==> config.mk <==
export PLATFORM = sky130hd
export DESIGN_NAME = two_stacks_shared_array_unit
export DESIGN_NICKNAME = d
export VERILOG_FILES = /design/src/sv/tsa_pkg.sv /design/src/sv/tsa_ctrl.sv /design/src/sv/tsa_datapath.sv /design/src/sv/two_stacks_shared_array_unit.sv
export SDC_FILE = /design/constraint.sdc
export NUM_CORES = 1
export LEC_CHECK = 0
export BUFFER_PORTS_ARGS = -buffer_cell sky130_fd_sc_hd__buf_4
export CAP_MARGIN = 30
export CORE_MARGIN = 4
export CORE_UTILIZATION = 52
export DETAILED_ROUTE_END_ITERATION = 10
export PLACE_DENSITY = 0.7
export SYNTH_ARGS = -nofsm -noshare
export SYNTH_HDL_FRONTEND = slang
export SYNTH_HIERARCHICAL = 1
export SYNTH_SLANG_ARGS = --single-unit
==> constraint.sdc <==
create_clock -name clk -period 5.2 [get_ports clk]
set_input_delay 0.78 -clock clk [delete_from_list [all_inputs] [get_ports clk]]
set_output_delay 0.78 -clock clk [all_outputs]
set_load 0.1 [all_outputs]
==> src/sv/tsa_pkg.sv <==
// Shared types for the two-stack unit: operation codes and the
// command and status groups between controller and datapath. No dependencies.
package tsa_pkg;

    // Operation codes carried by the mode field of an input item.
    typedef enum logic [1:0] {
        MODE_PUSH_ONE = 2'd0,
        MODE_PUSH_TWO = 2'd1,
        MODE_POP_ONE  = 2'd2,
        MODE_POP_TWO  = 2'd3
    } mode_t;

    // Commands from the controller to the datapath.
    typedef struct packed {
        logic take;      // an item is accepted this cycle
        logic load_top;  // memory read data is ready for the popped stack's top
        logic load_out;  // capture the result into the output register
    } dp_cmd_t;

    // Status from the datapath to the controller.
    typedef struct packed {
        logic need_read; // the accepted pop needs the new top from memory
    } dp_status_t;

endpackage

==> src/sv/tsa_ctrl.sv <==
// Controller state machine of the two-stack unit.
// Depends on tsa_pkg for the command and status types.
module tsa_ctrl (
    input  logic                clk,
    input  logic                rst_n,
    input  logic                in_valid,
    output logic                in_ready,
    output logic                out_valid,
    input  logic                out_ready,
    input  tsa_pkg::dp_status_t status,
    output tsa_pkg::dp_cmd_t    cmd
);
    import tsa_pkg::*;

    typedef enum logic [2:0] {
        S_IDLE = 3'b001,
        S_READ = 3'b010,
        S_DONE = 3'b100
    } state_t;

    state_t state_reg;
    state_t state_next;
    logic   out_valid_reg;
    logic   out_valid_next;

    always_comb
    begin
        state_next = state_reg;
        cmd        = '0;
        in_ready   = 1'b0;
        case (state_reg)
            S_IDLE:
            begin
                in_ready = 1'b1;
                if (in_valid)
                begin
                    cmd.take   = 1'b1;
                    state_next = status.need_read ? S_READ : S_DONE;
                end
            end
            S_READ:
            begin
                cmd.load_top = 1'b1;
                state_next   = S_DONE;
            end
            S_DONE:
            begin
                // The result waits here until the output register is free.
                if (!out_valid_reg || out_ready)
                begin
                    cmd.load_out = 1'b1;
                    state_next   = S_IDLE;
                end
            end
            default:
            begin
                state_next = S_IDLE;
            end
        endcase
    end

    assign out_valid_next = cmd.load_out | (out_valid_reg & ~out_ready);
    assign out_valid      = out_valid_reg;

    always_ff @(posedge clk or negedge rst_n)
    begin
        if (!rst_n)
        begin
            state_reg     <= S_IDLE;
            out_valid_reg <= 1'b0;
        end
        else
        begin
            state_reg     <= state_next;
            out_valid_reg <= out_valid_next;
        end
    end

endmodule

==> src/sv/tsa_datapath.sv <==
// Datapath of the two-stack unit: stack counters, cached tops, the shared
// memory and the output register. Depends on tsa_pkg.
module tsa_datapath #(
    parameter int DEPTH      = 16,
    parameter int DATA_WIDTH = 32
) (
    input  logic                clk,
    input  logic                rst_n,
    input  tsa_pkg::dp_cmd_t    cmd,
    output tsa_pkg::dp_status_t status,
    input  logic [1:0]          mode,
    input  logic signed [31:0]  push_value,
    output logic                accepted,
    output logic [4:0]          depth_one,
    output logic [4:0]          depth_two,
    output logic                top_one_valid,
    output logic signed [31:0]  top_one_value,
    output logic                top_two_valid,
    output logic signed [31:0]  top_two_value
);
    import tsa_pkg::*;

    localparam int CW = $clog2(DEPTH + 1);
    localparam int AW = $clog2(DEPTH);
    localparam logic [CW-1:0] DEPTH_M1   = CW'(DEPTH - 1);
    localparam logic [CW:0]   DEPTH_FULL = (CW + 1)'(DEPTH);

    logic [DATA_WIDTH-1:0] store_mem [DEPTH];

    logic [CW-1:0]         count_one_reg, count_one_next;
    logic [CW-1:0]         count_two_reg, count_two_next;
    logic [DATA_WIDTH-1:0] top_one_reg, top_one_next;
    logic [DATA_WIDTH-1:0] top_two_reg, top_two_next;
    logic                  accepted_reg, accepted_next;
    logic                  pop_two_reg, pop_two_next;
    logic [DATA_WIDTH-1:0] rd_data_reg;

    logic                  out_accepted_reg;
    logic [4:0]            out_depth_one_reg, out_depth_two_reg;
    logic                  out_one_valid_reg, out_two_valid_reg;
    logic [31:0]           out_one_value_reg, out_two_value_reg;

    logic                  full;
    logic                  wr_en;
    logic [AW-1:0]         wr_addr;
    logic                  rd_en;
    logic [AW-1:0]         rd_addr;
    logic [DATA_WIDTH-1:0] wdata;

    assign full  = ({1'b0, count_one_reg} + {1'b0, count_two_reg}) == DEPTH_FULL;
    assign wdata = DATA_WIDTH'($unsigned(push_value));

    always_comb
    begin
        count_one_next = count_one_reg;
        count_two_next = count_two_reg;
        top_one_next   = top_one_reg;
        top_two_next   = top_two_reg;
        accepted_next  = accepted_reg;
        pop_two_next   = pop_two_reg;
        wr_en          = 1'b0;
        wr_addr        = '0;
        rd_en          = 1'b0;
        rd_addr        = '0;
        if (cmd.take)
        begin
            accepted_next = 1'b0;
            pop_two_next  = (mode_t'(mode) == MODE_POP_TWO);
            case (mode_t'(mode))
                MODE_PUSH_ONE:
                begin
                    if (!full)
                    begin
                        accepted_next  = 1'b1;
                        wr_en          = 1'b1;
                        wr_addr        = AW'(count_one_reg);
                        count_one_next = count_one_reg + CW'(1);
                        top_one_next   = wdata;
                    end
                end
                MODE_PUSH_TWO:
                begin
                    if (!full)
                    begin
                        accepted_next  = 1'b1;
                        wr_en          = 1'b1;
                        wr_addr        = AW'(DEPTH_M1 - count_two_reg);
                        count_two_next = count_two_reg + CW'(1);
                        top_two_next   = wdata;
                    end
                end
                MODE_POP_ONE:
                begin
                    if (count_one_reg != '0)
                    begin
                        accepted_next  = 1'b1;
                        count_one_next = count_one_reg - CW'(1);
                        // The entry below the old top becomes the new top.
                        if (count_one_reg > CW'(1))
                        begin
                            rd_en   = 1'b1;
                            rd_addr = AW'(count_one_reg - CW'(2));
                        end
                    end
                end
                MODE_POP_TWO:
                begin
                    if (count_two_reg != '0)
                    begin
                        accepted_next  = 1'b1;
                        count_two_next = count_two_reg - CW'(1);
                        // The entry above the old top becomes the new top.
                        if (count_two_reg > CW'(1))
                        begin
                            rd_en   = 1'b1;
                            rd_addr = AW'(DEPTH_M1 - count_two_reg + CW'(2));
                        end
                    end
                end
                default:
                begin
                end
            endcase
        end
        if (cmd.load_top)
        begin
            if (pop_two_reg)
            begin
                top_two_next = rd_data_reg;
            end
            else
            begin
                top_one_next = rd_data_reg;
            end
        end
    end

    // The presented item is a pop that will expose an older entry; the
    // controller only looks at this when it takes the item.
    assign status.need_read =
        ((mode_t'(mode) == MODE_POP_ONE) && (count_one_reg > CW'(1))) ||
        ((mode_t'(mode) == MODE_POP_TWO) && (count_two_reg > CW'(1)));

    // Shared store: one write port and one registered read port.
    always_ff @(posedge clk)
    begin
        if (wr_en)
        begin
            store_mem[wr_addr] <= wdata;
        end
        if (rd_en)
        begin
            rd_data_reg <= store_mem[rd_addr];
        end
    end

    always_ff @(posedge clk or negedge rst_n)
    begin
        if (!rst_n)
        begin
            count_one_reg <= '0;
            count_two_reg <= '0;
        end
        else
        begin
            count_one_reg <= count_one_next;
            count_two_reg <= count_two_next;
        end
    end

    always_ff @(posedge clk)
    begin
        top_one_reg  <= top_one_next;
        top_two_reg  <= top_two_next;
        accepted_reg <= accepted_next;
        pop_two_reg  <= pop_two_next;
        if (cmd.load_out)
        begin
            out_accepted_reg  <= accepted_reg;
            out_depth_one_reg <= 5'(count_one_reg);
            out_depth_two_reg <= 5'(count_two_reg);
            out_one_valid_reg <= (count_one_reg != '0);
            out_two_valid_reg <= (count_two_reg != '0);
            out_one_value_reg <= (count_one_reg != '0) ? 32'(top_one_reg) : '0;
            out_two_value_reg <= (count_two_reg != '0) ? 32'(top_two_reg) : '0;
        end
    end

    assign accepted      = out_accepted_reg;
    assign depth_one     = out_depth_one_reg;
    assign depth_two     = out_depth_two_reg;
    assign top_one_valid = out_one_valid_reg;
    assign top_one_value = out_one_value_reg;
    assign top_two_valid = out_two_valid_reg;
    assign top_two_value = out_two_value_reg;

endmodule

==> src/sv/two_stacks_shared_array_unit.sv <==
// Top level of the two-stack unit: two LIFO stacks in one shared memory.
// Instantiates tsa_ctrl and tsa_datapath; depends on tsa_pkg.
//
//   Channel  Handshake            Payload
//   -------  -------------------  -----------------------------------------
//   input    in_valid / in_ready  mode, push_value
//   output   out_valid/out_ready  accepted, depth_one, depth_two,
//                                 top_one_valid/value, top_two_valid/value
//
// A result is loaded into the output register from the done state once its
// item is accepted, after the read state for a pop that leaves its stack
// non-empty and reads the new top from memory. No new item is taken until that load.
// Reset (rst_n, asynchronous, active low) empties both stacks; the memory is
// not cleared. A new item is taken while the previous result is still held,
// and a finished result waits inside the unit while the output is stalled.
module two_stacks_shared_array_unit #(
    parameter int DEPTH      = 16,
    parameter int DATA_WIDTH = 32
) (
    input  logic               clk,
    input  logic               rst_n,
    input  logic               in_valid,
    output logic               in_ready,
    input  logic [1:0]         mode,
    input  logic signed [31:0] push_value,
    output logic               out_valid,
    input  logic               out_ready,
    output logic               accepted,
    output logic [4:0]         depth_one,
    output logic [4:0]         depth_two,
    output logic               top_one_valid,
    output logic signed [31:0] top_one_value,
    output logic               top_two_valid,
    output logic signed [31:0] top_two_value
);
    import tsa_pkg::*;

    // Commands flow from the controller to the datapath; the datapath tells
    // the controller whether the accepted pop has to fetch a new top.
    dp_cmd_t    cmd;
    dp_status_t status;

    tsa_ctrl u_ctrl (
        .clk       (clk),
        .rst_n     (rst_n),
        .in_valid  (in_valid),
        .in_ready  (in_ready),
        .out_valid (out_valid),
        .out_ready (out_ready),
        .status    (status),
        .cmd       (cmd)
    );

    // The datapath keeps each stack's top in a register, so pushes never read
    // the memory and only a pop that exposes an older entry needs a read.
    tsa_datapath #(
        .DEPTH      (DEPTH),
        .DATA_WIDTH (DATA_WIDTH)
    ) u_datapath (
        .clk           (clk),
        .rst_n         (rst_n),
        .cmd           (cmd),
        .status        (status),
        .mode          (mode),
        .push_value    (push_value),
        .accepted      (accepted),
        .depth_one     (depth_one),
        .depth_two     (depth_two),
        .top_one_valid (top_one_valid),
        .top_one_value (top_one_value),
        .top_two_valid (top_two_valid),
        .top_two_value (top_two_value)
    );

endmodule

==> results.yml <==
outcome:
  status: "finished clean"
die:
  die_h_um: 242.0
  pin_count: 117
  rows: 85
  core-area_mm2: 0.05403
  die_w_um: 242.0
  start_util: 0.5268
  dieArea_mm2: 0.05854
worst_setup_path:
  worstPathArrival_ns: 4.81
  crit_chain: "inv_1 -> ha_1 -> nor4b_4 -> inv_2 -> nand2b_4 -> nor3_1 -> or3_2 -> buf_4 -> a211oi_1 -> a2111oi_0 -> o311ai_0"
  endpoint_kind: "register"
  endpoint: "u_datapath/rd_data_reg[30]"
  rr_startpoint: "u_datapath/count_one_reg[1]"
  crit_type: "reg2reg"
  crit_path_max_fanout: 34
  rrSetupSlack_ns: 0.67
  r2r_cells: 11
  startpoint: "u_datapath/count_one_reg[1]"
  slowest_stage: "inv_2"
  cp.required_ns: 5.48
  start_kind: "register"
  cpPeakStageDelay_ns: 0.59
  cp_num_buf_inv: 3
  crit_family: "simple AND/OR/NAND/NOR gates"
  timing.rr.end: "u_datapath/rd_data_reg[30]"
  cp.depth: 11
power:
  switching_share: 0.2829
  leakagePower_nw: 11.49
  power.share.clock: 0.341
  p_per_area_mw_per_mm2: 466.5
  cell_internal_pwr_mw: 10.93
  combPwrFrac: 0.192
  power.switching_mw: 4.312
  pwr-share-seq: 0.467
  vdd_drop_max_mv: 0.2704
layout:
  seqCellArea_mm2: 0.02034
  design_area_mm2: 0.03267
  nets: 2142
  multi_input_area_mm2: 0.007620
  regMostFlops: "u_datapath/store_mem"
  largest_register_ffs: 512
  area_growth_pct: 14.80
  drive_gt1_frac: 0.1703
  fill_cells: 4058
  diodes: 0
yosys:
  synth_area_per_cell_um2: 14.25
  muxShareOfSynthArea: 0.03855
  synthesis.nets: 2053
  synthAdderAreaFrac: 0.008177
  syn_inst: 1997
  synth_top_family_by_area: "compound AO/OA/AOI/OAI gates"
  async_reset_ff_frac: 0.01997
  ys.flop_type: "edfxtp_1"
  synth.distinct_cells: 61
  synth_edf_count: 623
  synth_xor_area_frac: 0.004308
  yosysWarnings: 6
  syn_area_mm2: 0.02846
  yosysTopAreaCell: "edfxtp_1"
  ys_ff_latch: 701
  synthSimpleGateAreaFrac: 0.08599
  yosysTopAreaCellShare: 0.6573
  ys_seq_area_frac: 0.7147
  yosys-top-cells-area: "edfxtp_1, dfxtp_1, a211oi_1"
  synth_compound_area_frac: 0.1233
timing:
  fmax_ghz: 0.2210
  clock_skew_ns: 0.02026
  holdWs_ns: 0.03522
  worst_pin_slew_ns: 1.012
  rsz0062_at_grt: "no"
  fin_setup_tns_ns: 0
  min_period_ns: 4.526
  fin_crit_sh: 0.8703
  hold_violations: 0
  finalSetupViolCount: 0
  drv_slew: 0
  slew-limit-headroom: 0.3251
detailed_routing:
  antenna_left: 0
  drc_errors: 0
  drt-wirelength-per-cell_um: 24.74
  dr.pass1.iters: 6
  via_per_inst: 6.286
  vias: 17850
  top_layer: "met4"
  routed_wl_mm: 70.23
  wl_met3_mm: 5.695
  drt_iter0_markers: 1695
  dr_wl_met2_mm: 34.50
  drt-met1-wl_mm: 28.57
clock_network:
  cts_tree: "done"
  cts_root_buf: "clkbuf_16"
  clock_latency_ns: 0.60
  postCtsResizedCells: 0
  clk_path_buf_depth: 3
  cts_setup_buffers: 0
  ctsHtreeMaxLevel: 3
  clock-sinks: 701
  path_clk_slew_ns: 0.06
  cts_buffers: 71
  ctsHoldBuffers: 0
global_routing:
  antenna_found_initial: 0
  grt_max_degree: 97
  grt_pass1_vias: 17690
  grt-ovfl-total: 0
  track_usage: 0.2351
  grt_pass1_wl_mm: 107.6
placed_design:
  gp_congestion: 0.8274
  placed_area_mm2: 0.03025
  port_buffers: 116
  dpl.hpwl_mm: 39.33
job:
  maxCapViolations: 0
hold_path:
  hold_path_class: "in2async"
metal layers:
metal / vias to the layer above / track usage
li1: 7867 / -
met1: 9082 / 0.3216
met2: 794 / 0.3898
met3: 104 / 0.04361
met4: 0 / 0.06812
met5: - / 0
layout make-up:
| type | count | area share |
|---|---|---|
| sequential | 701 | 0.6225 |
| tap | 696 | 0.02665 |
| clock inverter | 29 | 0.01019 |
| timing repair buffer | 167 | 0.04258 |
| clock buffer | 101 | 0.06322 |
| inverter | 14 | 0.001608 |
| multi-input combinational | 1131 | 0.2332 |
cells by family (layout without fill, tap and decap cells):
group	Yosys count	count (layout)
flops	701	701
fa+ha+maj	18	18
xor+xnor	14	14
mux	98	98
simple gates	487	487
compound gates	514	514
buf+inv	165	311
layout by cell type (no fill, tap or decap), types with 13 or more instances in the layout:
cell type and count:
buf_4 156, o311ai_1 30, a21o_1 34, nor2_1 53, and3_1 67, mux2_4 20
ha_1 17, o21ai_0 131, nand2_1 143, clkbuf_16 77, edfxtp_1 623, a211o_1 33
dfxtp_1 64, and2_1 67, clkbuf_1 18, mux2i_1 65, mux2_2 13, nor2_4 18
nand3_1 101, dfrtp_1 13, a21oi_1 107, a211oi_1 128, inv_1 13
cell usage after synthesis, types with 4 or more instances:
cell       number
mux2i_1        65
nor3_1          4
a2111oi_2      12
buf_6           5
edfxtp_1      623
buf_1           5
clkbuf_1      102
a2111oi_0      12
a21oi_1       108
nand2b_1        6
mux2_2         13
o21ai_0       131
buf_2          37
o311ai_1       30
inv_1          13
a21o_1         35
a211o_1        33
nand2_1       146
mux2_4         20
xnor2_1        10
dfrtp_1        13
a2111oi_1       8
nand3_1       101
nor2_1         70
and3_1         67
xor2_1          4
and2_1         67
ha_1           17
a211oi_1      128
dfxtp_1        64
or3_1           5
how the worst min path moves through the flow:
stage	start	end	cells after the start
2_1_floorplan	u_datapath/accepted_reg	u_datapath/accepted	0
3_3_place_gp	u_datapath/accepted_reg	u_datapath/accepted	0
3_5_place_dp	u_datapath/accepted_reg	u_datapath/accepted	0
4_1_cts	rst_n	u_datapath/count_one_reg[4]	1
5_1_grt	rst_n	u_datapath/count_one_reg[4]	1
6_report	rst_n	u_datapath/count_one_reg[4]	1
per-stage QoR:
step                      utilization  worst slack [ns]  power (mW)  instances
after floorplan                     -            0.4034       9.233       1997
after global placement         0.5585            0.8140       10.02       2704
after detailed placement       0.5599            0.7196       10.13       2708
after CTS                      0.6043            0.6897       15.31       2838
after global routing           0.6048            0.4326       15.87       2839
final                          0.6048            0.6742       15.24       2839
power by group through the flow:
stage	registers, mW	logic, mW	clock network [mW]
after floorplan	7.55	1.68	0
after CTS	7.12	2.91	5.28
final	7.12	2.92	5.19
after detailed placement	7.24	2.89	0
after global routing	7.18	3.16	5.53
after global placement	7.21	2.81	0
Power figures use the tool's default switching activity.
